[config.mk]
export PLATFORM = sky130hd
export DESIGN_NAME = differential_odometry_integrator
export DESIGN_NICKNAME = d
export VERILOG_FILES = /design/src/rtl/odi_pkg.sv /design/src/rtl/odi_cordic.sv /design/src/rtl/odi_mul.sv /design/src/rtl/differential_odometry_integrator.sv
export SDC_FILE = /design/constraint.sdc
export NUM_CORES = 2
export LEC_CHECK = 0
export BUFFER_PORTS_ARGS = -buffer_cell sky130_fd_sc_hd__buf_4
export CORE_UTILIZATION = 26
export CTS_CLUSTER_SIZE = 40
export DETAILED_ROUTE_END_ITERATION = 7
export HOLD_SLACK_MARGIN = 0.15
export PLACE_DENSITY_LB_ADDON = 0.25
export SETUP_SLACK_MARGIN = 0.15
export SYNTH_ARGS = -nofsm -noshare
export SYNTH_HDL_FRONTEND = slang
export SYNTH_SLANG_ARGS = --single-unit
[constraint.sdc]
create_clock -name clk -period 10.8 [get_ports clk]
set_input_delay 1.08 -clock clk [delete_from_list [all_inputs] [get_ports clk]]
set_output_delay 1.08 -clock clk [all_outputs]
set_load 0.02 [all_outputs]
[src/rtl/odi_pkg.sv]
package odi_pkg;

    localparam int CORDIC_STEPS = 20;
    localparam int ATAN_LEN     = 30;
    localparam int NUM_ITER     = (CORDIC_STEPS > ATAN_LEN) ? ATAN_LEN : CORDIC_STEPS;
    localparam int ITER_W       = $clog2(ATAN_LEN);

    localparam int TRAVEL_W = 24;
    localparam int ACC_W    = 32;
    localparam int CORDIC_W = 33;
    localparam int MUL_A_W  = 33;
    localparam int MUL_B_W  = 25;
    localparam int PROD_W   = MUL_A_W + MUL_B_W;

    localparam logic signed [CORDIC_W-1:0] CORDIC_K_Q30 = 33'sd652032874;
    localparam logic [ACC_W-1:0] QUARTER_TURN = 32'h4000_0000;
    localparam logic [ACC_W-1:0] HALF_TURN    = 32'h8000_0000;

    localparam logic [ACC_W-1:0] ATAN_TURNS [ATAN_LEN] = '{
        32'd536870912, 32'd316933406, 32'd167458907, 32'd85004756, 32'd42667331,
        32'd21354465,  32'd10679838,  32'd5340245,   32'd2670163,  32'd1335087,
        32'd667544,    32'd333772,    32'd166886,    32'd83443,    32'd41721,
        32'd20860,     32'd10430,     32'd5215,      32'd2607,     32'd1303,
        32'd651,       32'd325,       32'd162,       32'd81,       32'd40,
        32'd20,        32'd10,        32'd5,         32'd2,        32'd1
    };

    typedef struct packed {
        logic signed [TRAVEL_W-1:0] right_travel;
        logic signed [TRAVEL_W-1:0] left_travel;
    } odi_in_t;

    typedef struct packed {
        logic signed [ACC_W-1:0] pos_x;
        logic signed [ACC_W-1:0] pos_y;
        logic        [ACC_W-1:0] heading_out;
    } odi_out_t;

    typedef enum logic [2:0] {
        ST_IDLE,
        ST_ROTATE,
        ST_MUL_X,
        ST_MUL_Y,
        ST_MUL_H,
        ST_WRITE
    } odi_state_t;

    typedef enum logic [1:0] {
        CD_IDLE,
        CD_ROTATE,
        CD_FIX
    } odi_cd_state_t;

endpackage

[src/rtl/odi_cordic.sv]
module odi_cordic
    import odi_pkg::*;
(
    input  logic                       clk,
    input  logic                       rst_n,
    input  logic                       start,
    input  logic [ACC_W-1:0]           angle,
    output logic                       done,
    output logic signed [CORDIC_W-1:0] sin_val,
    output logic signed [CORDIC_W-1:0] cos_val
);

    odi_cd_state_t state_reg, state_next;
    logic [ITER_W-1:0]           cnt_reg;
    logic                        flip_reg;
    logic signed [CORDIC_W-1:0]  cx_reg, cy_reg, z_reg;

    logic [ACC_W-1:0]            ang_sum, ang_red;
    logic signed [CORDIC_W-1:0]  dx_shift, dy_shift, atan_ext;
    logic                        last_iter;

    always_comb
    begin
        ang_sum   = angle + QUARTER_TURN;
        ang_red   = ang_sum[ACC_W-1] ? (angle + HALF_TURN) : angle;
        dx_shift  = cy_reg >>> cnt_reg;
        dy_shift  = cx_reg >>> cnt_reg;
        atan_ext  = $signed({1'b0, ATAN_TURNS[cnt_reg]});
        last_iter = (cnt_reg == ITER_W'(NUM_ITER - 1));
    end

    // next state
    always_comb
    begin
        state_next = state_reg;
        case (state_reg)
            CD_IDLE:
            begin
                if (start)
                    state_next = CD_ROTATE;
            end
            CD_ROTATE:
            begin
                if (last_iter)
                    state_next = CD_FIX;
            end
            CD_FIX:
            begin
                state_next = CD_IDLE;
            end
            default:
            begin
                state_next = CD_IDLE;
            end
        endcase
    end

    // outputs
    always_comb
    begin
        done    = (state_reg == CD_FIX);
        sin_val = cy_reg;
        cos_val = cx_reg;
    end

    always_ff @(posedge clk or negedge rst_n)
    begin
        if (!rst_n)
        begin
            state_reg <= CD_IDLE;
            cnt_reg   <= '0;
        end
        else
        begin
            state_reg <= state_next;
            if (state_reg == CD_ROTATE)
                cnt_reg <= cnt_reg + ITER_W'(1);
            else
                cnt_reg <= '0;
        end
    end

    // datapath: one micro-rotation per cycle
    always_ff @(posedge clk)
    begin
        case (state_reg)
            CD_IDLE:
            begin
                if (start)
                begin
                    flip_reg <= ang_sum[ACC_W-1];
                    cx_reg   <= CORDIC_K_Q30;
                    cy_reg   <= '0;
                    z_reg    <= $signed({ang_red[ACC_W-1], ang_red});
                end
            end
            CD_ROTATE:
            begin
                if (!z_reg[CORDIC_W-1])
                begin
                    cx_reg <= cx_reg - dx_shift;
                    cy_reg <= cy_reg + dy_shift;
                    z_reg  <= z_reg - atan_ext;
                end
                else
                begin
                    cx_reg <= cx_reg + dx_shift;
                    cy_reg <= cy_reg - dy_shift;
                    z_reg  <= z_reg + atan_ext;
                end
            end
            CD_FIX:
            begin
                if (flip_reg)
                begin
                    cx_reg <= -cx_reg;
                    cy_reg <= -cy_reg;
                end
            end
            default:
            begin
            end
        endcase
    end

endmodule

[src/rtl/odi_mul.sv]
module odi_mul
    import odi_pkg::*;
(
    input  logic                      clk,
    input  logic                      load,
    input  logic signed [MUL_A_W-1:0] op_a,
    input  logic signed [MUL_B_W-1:0] op_b,
    output logic signed [PROD_W-1:0]  prod
);

    logic signed [PROD_W-1:0] prod_reg, prod_next;

    always_comb
    begin
        prod_next = PROD_W'(op_a) * PROD_W'(op_b);
    end

    always_ff @(posedge clk)
    begin
        if (load)
            prod_reg <= prod_next;
    end

    assign prod = prod_reg;

endmodule

[src/rtl/differential_odometry_integrator.sv]
// an input transaction passes through ST_ROTATE, ST_MUL_X, ST_MUL_Y, ST_MUL_H and ST_WRITE
// before its result is valid; a new input is taken only in ST_IDLE; each transaction runs the
//   one-rotation-per-cycle CORDIC loop and the single shared multiplier used three times
// a finished result waits in the output register while the next input is taken
// reset: rst_n asynchronous active low clears x, y, heading and heading_gain to zero
module differential_odometry_integrator
    import odi_pkg::*;
(
    input  logic        clk,
    input  logic        rst_n,
    input  logic        wheel_valid,
    output logic        wheel_stall,
    input  odi_in_t     wheel,
    output logic        pose_valid,
    input  logic        pose_stall,
    output odi_out_t    pose,
    input  logic        cfg_valid,
    output logic        cfg_ready,
    input  logic [31:0] cfg_data
);

    localparam logic [PROD_W+4:0] ROUND_POS = (PROD_W+5)'(1) << 30;

    odi_state_t state_reg, state_next;

    logic [ACC_W-1:0]          gain_reg;
    logic [ACC_W-1:0]          x_acc_reg, y_acc_reg, heading_acc_reg;
    logic signed [MUL_B_W-1:0] diff_reg, sum_reg;
    logic [ACC_W-1:0]          dx_reg, dy_reg;
    logic                      pose_valid_reg;
    odi_out_t                  pose_reg;

    logic                      accept, out_free, write_en;
    logic                      cordic_start, cordic_done;
    logic signed [CORDIC_W-1:0] sin_val, cos_val;
    logic                      mul_load;
    logic signed [MUL_A_W-1:0] op_a;
    logic signed [MUL_B_W-1:0] op_b;
    logic signed [PROD_W-1:0]  prod;
    logic [PROD_W+4:0]         pos_rnd;
    logic [47:0]               head_rnd;
    logic [ACC_W-1:0]          d_pos, d_head;

    odi_cordic u_cordic (
        .clk     (clk),
        .rst_n   (rst_n),
        .start   (cordic_start),
        .angle   (heading_acc_reg),
        .done    (cordic_done),
        .sin_val (sin_val),
        .cos_val (cos_val)
    );

    odi_mul u_mul (
        .clk  (clk),
        .load (mul_load),
        .op_a (op_a),
        .op_b (op_b),
        .prod (prod)
    );

    assign accept   = wheel_valid && !wheel_stall;
    assign out_free = !pose_valid_reg || !pose_stall;

    // round half up of the product
    always_comb
    begin
        pos_rnd  = {{5{prod[PROD_W-1]}}, prod} + ROUND_POS;
        d_pos    = pos_rnd[62:31];
        head_rnd = prod[47:0] + 48'h0000_0000_8000;
        d_head   = head_rnd[47:16];
    end

    // next state
    always_comb
    begin
        state_next = state_reg;
        case (state_reg)
            ST_IDLE:
            begin
                if (wheel_valid)
                    state_next = ST_ROTATE;
            end
            ST_ROTATE:
            begin
                if (cordic_done)
                    state_next = ST_MUL_X;
            end
            ST_MUL_X:
            begin
                state_next = ST_MUL_Y;
            end
            ST_MUL_Y:
            begin
                state_next = ST_MUL_H;
            end
            ST_MUL_H:
            begin
                state_next = ST_WRITE;
            end
            ST_WRITE:
            begin
                if (out_free)
                    state_next = ST_IDLE;
            end
            default:
            begin
                state_next = ST_IDLE;
            end
        endcase
    end

    // outputs
    always_comb
    begin
        wheel_stall  = 1'b1;
        cordic_start = 1'b0;
        mul_load     = 1'b0;
        write_en     = 1'b0;
        op_a         = '0;
        op_b         = '0;
        case (state_reg)
            ST_IDLE:
            begin
                wheel_stall  = 1'b0;
                cordic_start = wheel_valid;
            end
            ST_ROTATE:
            begin
            end
            ST_MUL_X:
            begin
                mul_load = 1'b1;
                op_a     = sin_val;
                op_b     = diff_reg;
            end
            ST_MUL_Y:
            begin
                mul_load = 1'b1;
                op_a     = cos_val;
                op_b     = diff_reg;
            end
            ST_MUL_H:
            begin
                mul_load = 1'b1;
                op_a     = $signed({1'b0, gain_reg});
                op_b     = sum_reg;
            end
            ST_WRITE:
            begin
                write_en = out_free;
            end
            default:
            begin
            end
        endcase
    end

    always_ff @(posedge clk or negedge rst_n)
    begin
        if (!rst_n)
        begin
            state_reg       <= ST_IDLE;
            gain_reg        <= '0;
            x_acc_reg       <= '0;
            y_acc_reg       <= '0;
            heading_acc_reg <= '0;
            pose_valid_reg  <= 1'b0;
        end
        else
        begin
            state_reg <= state_next;
            if (cfg_valid && cfg_ready)
                gain_reg <= cfg_data;
            if (write_en)
            begin
                x_acc_reg       <= x_acc_reg + dx_reg;
                y_acc_reg       <= y_acc_reg + dy_reg;
                heading_acc_reg <= heading_acc_reg + d_head;
                pose_valid_reg  <= 1'b1;
            end
            else if (!pose_stall)
            begin
                pose_valid_reg <= 1'b0;
            end
        end
    end

    always_ff @(posedge clk)
    begin
        if (accept)
        begin
            diff_reg <= MUL_B_W'(wheel.right_travel) - MUL_B_W'(wheel.left_travel);
            sum_reg  <= MUL_B_W'(wheel.right_travel) + MUL_B_W'(wheel.left_travel);
        end
        if (state_reg == ST_MUL_Y)
            dx_reg <= d_pos;
        if (state_reg == ST_MUL_H)
            dy_reg <= d_pos;
        if (write_en)
        begin
            pose_reg.pos_x       <= x_acc_reg + dx_reg;
            pose_reg.pos_y       <= y_acc_reg + dy_reg;
            pose_reg.heading_out <= heading_acc_reg + d_head;
        end
    end

    assign cfg_ready  = 1'b1;
    assign pose_valid = pose_valid_reg;
    assign pose       = pose_reg;

endmodule
# --- Yosys cells after proc, flatten, opt, wreduce, memory -nomap -nowiden ---
# Memories as Yosys holds them, arrays and structs flattened.
# Cells that the tools add are included.
word_totals:
  regBits: 507
  mem_count: 1
  output_inout_bits: 99
  input_bits: 85
  romBits: 1024
  word_cells: 104
memory_table:
  columns: ["memory", "depth", "width", "read_ports", "rd_clocked_by_memory_dff", "write_ports", "line", "source"]
  rows:
  - ["(no name shown)", 32, 32, 1, 0, 0, "odi_cordic.sv:28", "atan_ext = $signed({1'b0, ATAN_TURNS[cnt_reg]});"]
classes:
  bitwise: 1
  order_cmp: 1
  n_mux: 30
  mul: 1
  addsub: 18
  reduce_logical: 15
  eq_ne: 15
  n_shift: 2
op_table:
  columns: ["operator", "count"]
  rows:
  - ["case mux 33 bit (3 select lines)", 3]
  - ["two-way mux 33 bit", 8]
  - ["adder 33 bit", 3]
  - ["subtractor 33 bit", 3]
  - ["adder 32 bit", 3]
  - ["two-way mux 32 bit", 3]
  - ["negation 33 bit", 2]
  - ["case mux 33 bit (2 select lines)", 1]
  - [">>> shifter 33 x 5 -> 33 bit", 2]
  - ["adder 58 x 32 -> 59 bit, second input constant", 1]
  - ["multiplier 33 x 25 -> 58 bit", 1]
  - ["case mux 25 bit (2 select lines)", 1]
  - ["adder 48 x 16 -> 48 bit, second input constant", 1]
  - ["adder 32 x 31 -> 32 bit, second input constant", 1]
  - ["adder 32 bit, second input constant", 1]
  - ["adder 24 x 24 -> 25 bit", 1]
  - ["subtractor 24 x 24 -> 25 bit", 1]
  - ["case mux 3 bit (6 select lines)", 1]
  - ["two-way mux 3 bit", 3]
  - ["inequality test 2 bit, second input constant", 4]
  - ["== test 3 x 2 -> 1 bit, second input constant", 2]
  - ["== test 3 bit, second input constant", 2]
  - [">= comparator 6 bit, second input constant", 1]
  - ["two-way mux 1 bit", 6]
  - ["21 further kinds", 28]

# --- Longest topological paths before layout ---
depth:
  depth_word: 7
  mapped_depth: 36
  depth_no_buf: 33

# --- By module ---
# From an unflattened synthesis, not the netlist that was laid out.
hier_totals:
  cells_unflattened: 7415
  hier_area_um2: 69286.5
modules_own_cells:
  columns: ["module", "area_each_um2", "n_inst", "seq_area_each_um2", "cells_each"]
  rows:
  - ["odi_mul", 30802.0, 1, 1741.7, 3221]
  - ["differential_odometry_integrator", 20327.0, 1, 9339.0, 1981]
  - ["odi_cordic", 18157.4, 1, 3178.0, 2213]

# --- Worst setup path after synthesis ---
# OpenSTA, ideal clock, no wires.
synth_timing:
  kind: "reg2reg"
  startpoint: "register state_reg[0]"
  endpoint: "register u_mul.prod_reg[52], in the netlist u_mul.prod[52] (data pin)"
  path_stages_with_launch: 35
  required_time_ns: 10.542
  setup_ns: 0.258
  t_arrival_ns: 8.899
  path_buffers: 4
  slack_ns: 1.643
  synth_period_minus_slack_ns: 9.157
  path_cell_list: "dfrtp_1 -> clkbuf_1 -> or3b_1 -> inv_2 -> clkbuf_1 -> buf_1 -> clkbuf_1 -> a22o_1 -> nand2_1 -> fa_1 -> inv_1 -> fa_1 -> inv_1 -> fa_1 -> fa_1 -> inv_1 -> fa_1 -> fa_1 -> inv_1 -> fa_1 -> inv_1 -> ha_1 -> a21o_1 -> a21o_1 -> a21o_1 -> a21o_1 -> a21oi_1 -> nor2_1 -> o21ai_0 -> nand2b_1 -> a221o_1 -> a21oi_1 -> o21ai_0 -> a21oi_1 -> xnor2_1"
synth_via:
  elab_chain_cells: 4
  elab_cells_between_ends: 7
  classes_between: "1 x mul; 3 x eq/ne; 2 x mux; 1 x reduce/logical"
synth_lines:
  columns: ["item", "line", "source"]
  rows:
  - ["from (decl)", "differential_odometry_integrator.sv:24", "odi_state_t state_reg, state_next;"]
  - ["from (signal assigned)", "differential_odometry_integrator.sv:172", "state_reg <= state_next;"]
  - ["== test 3 x 2 -> 1 bit", "differential_odometry_integrator.sv:122", "case (state_reg)"]
  - ["OR reduction 2 bit (no source line)", null, null]
  - ["case mux 25 bit (2 select lines)", "differential_odometry_integrator.sv:122", null]
  - ["multiplier 33 x 25 -> 58 bit (*)", "odi_mul.sv:15", "prod_next = PROD_W'(op_a) * PROD_W'(op_b);"]
  - ["net u_mul.prod_next[52]", "odi_mul.sv:11", "logic signed [PROD_W-1:0] prod_reg, prod_next;"]
  - ["to (signal assigned)", "odi_mul.sv:21", "prod_reg <= prod_next;"]
  - ["to (decl)", "odi_mul.sv:11", null]
# Mark *: on every way through the listed nets, which the timed path passes. The rest lies on a longest branch.
# A chain may end at the register's enable or synchronous reset.

# --- Final worst setup path ---
layout_timing:
  startpoint: "register state_reg[2]"
  endpoint: "register u_mul.prod_reg[56], in the netlist u_mul.prod[56] (data pin)"
# Same word-level chain as after synthesis.

==> results.env <==
UTILIZATION_PCT=29.1
PIN_COUNT=184
CTS-ROOT-TO-SINK-BUFFERS=3
INTERNAL-POWER_W=0.00755
COMBPWRFRAC_PCT=63.5
GRT_PASS1_VIAS=50789
CLKPWRFRAC_PCT=15.8
GRT_SETUP_UNREPAIRED='false'
DRIVE_ABOVE_1_SHARE_PCT=9.37
VIA_PER_INST=4.91
CTS_MADE_BUFFERS=59
DIE_AREA_UM2=249000
GLOBALROUTEMET2UTIL_PCT=27.1
SYNTH_SEQ_CELLS=483
DIE_WIDTH_UM=499
PLACEMENTROWS=182
SYNTH_NETS=8232
POST_CTS_HOLD_BUFFER_COUNT=0
DIE_HEIGHT_UM=499
CLOCK_TREE_FROM_TRITONCTS='yes'
CLK_LATENCY_WORST_SKEW_PAIR_NS=0.71
SYN_INST=6889
CTS_SINK_CNT=483
GRTUSAGEMET3_PCT=2.80
POWER.SWITCHING_W=0.00642
SYNTH_WARNINGS=0
SWSHARE_PCT=46.0
SETUP_VIOL=0
ANT_NETS=0
SYNTHDISTINCTLIBCELLS=103
PORTBUFFERS=182
TIMING.CRITICAL_PATH.ARRIVAL_NS=10.54
WORSTPATHREQUIRED_NS=11.25
WL_PER_CELL_UM=21.8
FINALWIRELENGTH_MM=223
LARGEST_REGISTER_FFS=96
FINAL_MAX_SLEW_VIOL_COUNT=0
SYNTH_ENABLE_FLOP_CELLS=344
WORST_SETUP_HOLD_PATH_CLK_SLEW_NS=0.06
CRITPATHCAPTURETYPE='register'
GP_CONGESTION=0.939
SYNTH-MAIN-FF-CELL='sky130_fd_sc_hd__edfxtp_1'
ANTENNA_FOUND_INITIAL=8
POWER_PER_CELL_AREA_nW_PER_UM2=195
TIGHTEST_SLEW_NS=1.34
DRT-PASS1-ITER-COUNT=6
CONGESTION_OVERFLOW_GR=0
VDD.IR_DROP.WORST_V=0.000209
DESIGN.CORE.AREA_UM2=246000
SYNTH_SEQUENTIAL_AREA_RATIO_PCT=21.5
MAX_CLOCK_FREQ_MHz=99.1
INITIALDRTVIOLATIONCOUNT=4343
TOTAL_NUMBER_OF_VIAS=50062
GRT-BUSIEST-LAYER='met2'
INITIAL_CORE_UTIL_PCT=26.1
REPORT.FINAL.HOLD_VIOL_COUNT=0
LAYOUT_SKEW_NS=0.0681
GRT_UTIL_ALL_LAYERS_PCT=17.7
POST_CTS_RESIZED=0
NUM-NETS-FINAL=8274
FIN_SETUP_TNS_NS=0
MAX_SLEW_MARGIN_PCT=11.0
CTS-HTREE-LEVELS=2
DRC=0
STATUS='complete, no violations'
CLK_ROOT_BUFFER_CELL='sky130_fd_sc_hd__clkbuf_16'
GRTUSAGEMET1_PCT=25.1
CELLLEAKAGEPOWER_nW=32.5
POSTCTSSETUPREPAIRBUFS=0
GRT_START_MAX_NET_PINS=76
SEQUENTIALPOWERSHARE_PCT=20.7
AREA.GROWTH.SYNTH_TO_FINAL_PCT=11.4
MULTI_INPUT_COMB_AREA_UM2=45700
GRT_FIRST_PASS_WIRELENGTH_MM=334
STARTPOINT_TYPE='register'
FILLER_CELL_COUNT=25760
TOTAL_HALF_PERIMETER_WIRELENGTH_AFTER_LEGALIZATION_AND_DETAILED_PLACEMENT_MM=179
WORST_HOLD_PATH_TYPE='input pin to async pin'
ASYNC_FLOP_SHARE_PCT=28.8
SYNTH.CELL_AREA_UM2=64200
REGAREA_UM2=13800
MIN_CLOCK_PERIOD_POST_ROUTE_NS=10.09
SYN_AREA_PER_CELL_UM2=9.33
CRITICAL_PATH_CLASS='register to register'
MAXCAPVIOLCOUNT=0
LAYOUT_WORST_PATH_CYCLE_SHARE_PCT=93.4
CRITICAL_PATH_PEAK_FANOUT=40
cells in the final DEF (no fill, tap or decap), types with 23 or more instances in the layout:
master,count
sky130_fd_sc_hd__fa_1,849
sky130_fd_sc_hd__mux2_2,74
sky130_fd_sc_hd__inv_1,920
sky130_fd_sc_hd__nor3_1,69
sky130_fd_sc_hd__nor2_1,744
sky130_fd_sc_hd__a21oi_1,288
sky130_fd_sc_hd__a21o_1,100
sky130_fd_sc_hd__xor2_1,149
sky130_fd_sc_hd__and2_1,36
sky130_fd_sc_hd__o21ai_0,173
sky130_fd_sc_hd__ha_1,407
sky130_fd_sc_hd__mux4_2,85
sky130_fd_sc_hd__edfxtp_1,344
sky130_fd_sc_hd__a22o_1,23
sky130_fd_sc_hd__dfrtp_1,133
sky130_fd_sc_hd__o21bai_1,34
sky130_fd_sc_hd__xnor2_1,313
sky130_fd_sc_hd__a31oi_1,38
sky130_fd_sc_hd__clkbuf_16,60
sky130_fd_sc_hd__nand3_1,79
sky130_fd_sc_hd__o21ai_1,37
sky130_fd_sc_hd__a22oi_1,39
sky130_fd_sc_hd__o21a_1,73
sky130_fd_sc_hd__and3_1,32
sky130_fd_sc_hd__nand2_1,955
sky130_fd_sc_hd__a211oi_1,27
sky130_fd_sc_hd__mux2i_1,83
sky130_fd_sc_hd__buf_4,317
sky130_fd_sc_hd__nor2b_1,48
sky130_fd_sc_hd__nand2b_1,40
metrics by stage:
stage | worst slack [ns] | instances | cell area [um^2] | power (W) | hold WS (ns)
2_1_floorplan | 1.64 | 6889 | 64200 | 0.00954 | 0.452
3_3_place_gp | 0.945 | 10090 | 69400 | 0.0116 | 0.463
3_5_place_dp | 0.848 | 10090 | 69400 | 0.0116 | 0.470
4_1_cts | 0.863 | 10202 | 71600 | 0.0139 | 0.361
5_1_grt | 0.159 | 10202 | 71600 | 0.0150 | 0.391
6_report | 0.709 | 10203 | 71600 | 0.0140 | 0.374
logic make-up after synthesis:
group	count (synthesis)	share of synthesized area, %
and+or+nand+nor	2128	14.0
muxes	245	5.63
adders and majority gates	1258	34.4
DFF	483	21.5
other	1	0.00584
buffers and inverters	1268	7.60
AOI/OAI and AO/OA	1044	10.5
xor gates and xnor gates	462	6.30
cell type report:
class                   instances  share of cell area (%)
flip-flops and latches        483                    19.3
diodes                          1                 0.00350
clock inverters                39                   0.741
clock buffers                  73                    2.26
inverters                     930                    4.89
multi-input cells            5138                    63.8
repair buffers                319                    3.37
well taps                    3220                    5.63
power groups by stage:
stage	logic, W	clock network, W	registers [W]
floorplan	0.00695	0	0.00259
detailed placement	0.00873	0	0.00291
global placement	0.00866	0	0.00291
finish	0.00888	0.00220	0.00289
CTS	0.00880	0.00226	0.00288
global route	0.00979	0.00232	0.00292
critical path, cell delays in order (launching register included):
cell and delay [ns]:
sky130_fd_sc_hd__dfrtp_1 0.62, sky130_fd_sc_hd__nand2b_2 0.83, sky130_fd_sc_hd__buf_4 0.44, sky130_fd_sc_hd__o21a_1 0.70
sky130_fd_sc_hd__nor2_1 0.14, sky130_fd_sc_hd__fa_1 0.55, sky130_fd_sc_hd__fa_1 0.55, sky130_fd_sc_hd__inv_1 0.06
sky130_fd_sc_hd__fa_1 0.53, sky130_fd_sc_hd__fa_1 0.52, sky130_fd_sc_hd__inv_1 0.06, sky130_fd_sc_hd__fa_1 0.47
sky130_fd_sc_hd__fa_1 0.55, sky130_fd_sc_hd__fa_1 0.42, sky130_fd_sc_hd__ha_1 0.35, sky130_fd_sc_hd__a21oi_1 0.31
sky130_fd_sc_hd__o21bai_1 0.11, sky130_fd_sc_hd__a21o_1 0.21, sky130_fd_sc_hd__a31oi_1 0.31, sky130_fd_sc_hd__a21oi_1 0.12
sky130_fd_sc_hd__buf_4 0.16, sky130_fd_sc_hd__o211ai_1 0.29, sky130_fd_sc_hd__o21ai_2 0.21, sky130_fd_sc_hd__a31o_2 0.30
sky130_fd_sc_hd__a21oi_1 0.47, sky130_fd_sc_hd__o21ai_0 0.25, sky130_fd_sc_hd__a21oi_1 0.24, sky130_fd_sc_hd__xnor2_1 0.09
Yosys cell counts, drive strengths merged (38+ instances only):
master  instances  area share [%]
o21ai         212             1.7
mux4           85             3.0
a21o          100             1.2
mux2i          83             1.3
a31oi          38            0.37
nor2b          49            0.48
mux2           77             1.4
edfxtp        344              16
a21oi         291             2.3
nand2b         41            0.40
clkbuf        283             1.7
nor2          745             4.4
nor3           72            0.58
a22oi          48            0.56
xnor2         313             4.3
nand2         958             5.6
o21a           73            0.85
xor2          149             2.0
buf            55            0.51
inv           927             5.4
and2           38            0.37
ha            409             8.0
nand3          81            0.64
dfrtp         139             5.4
fa            849              26
worst paths after layout:
check	from	to	slack [ns]	cells after the start
max	state_reg[2]$_DFFE_PN0P_	u_mul.prod[56]$_DFFE_PN_	0.71	27
min	rst_n	x_acc_reg[20]$_DFFE_PN0P_	0.37	1
max reg2reg	state_reg[2]$_DFFE_PN0P_	u_mul.prod[56]$_DFFE_PN_	0.71	27
min reg2reg	x_acc_reg[29]$_DFFE_PN0P_	x_acc_reg[29]$_DFFE_PN0P_	0.48	2
max in group asynchronous	rst_n	state_reg[0]$_DFFE_PN0P_	8.45	3
min in group clk	x_acc_reg[29]$_DFFE_PN0P_	x_acc_reg[29]$_DFFE_PN0P_	0.48	2
per-layer routing:
| metal | vias up | part of all wire (%) | routed length, um |
|---|---|---|---|
| met4 | 2 | 3.8 | 8490 |
| met3 | 288 | 6.9 | 15400 |
| met1 | 25301 | 46 | 102000 |
| met2 | 1832 | 43 | 96500 |
| li1 | 22639 | - | - |
| met5 | - | 0.0054 | 12 |
No activity file was read; power rests on OpenSTA's default activity.
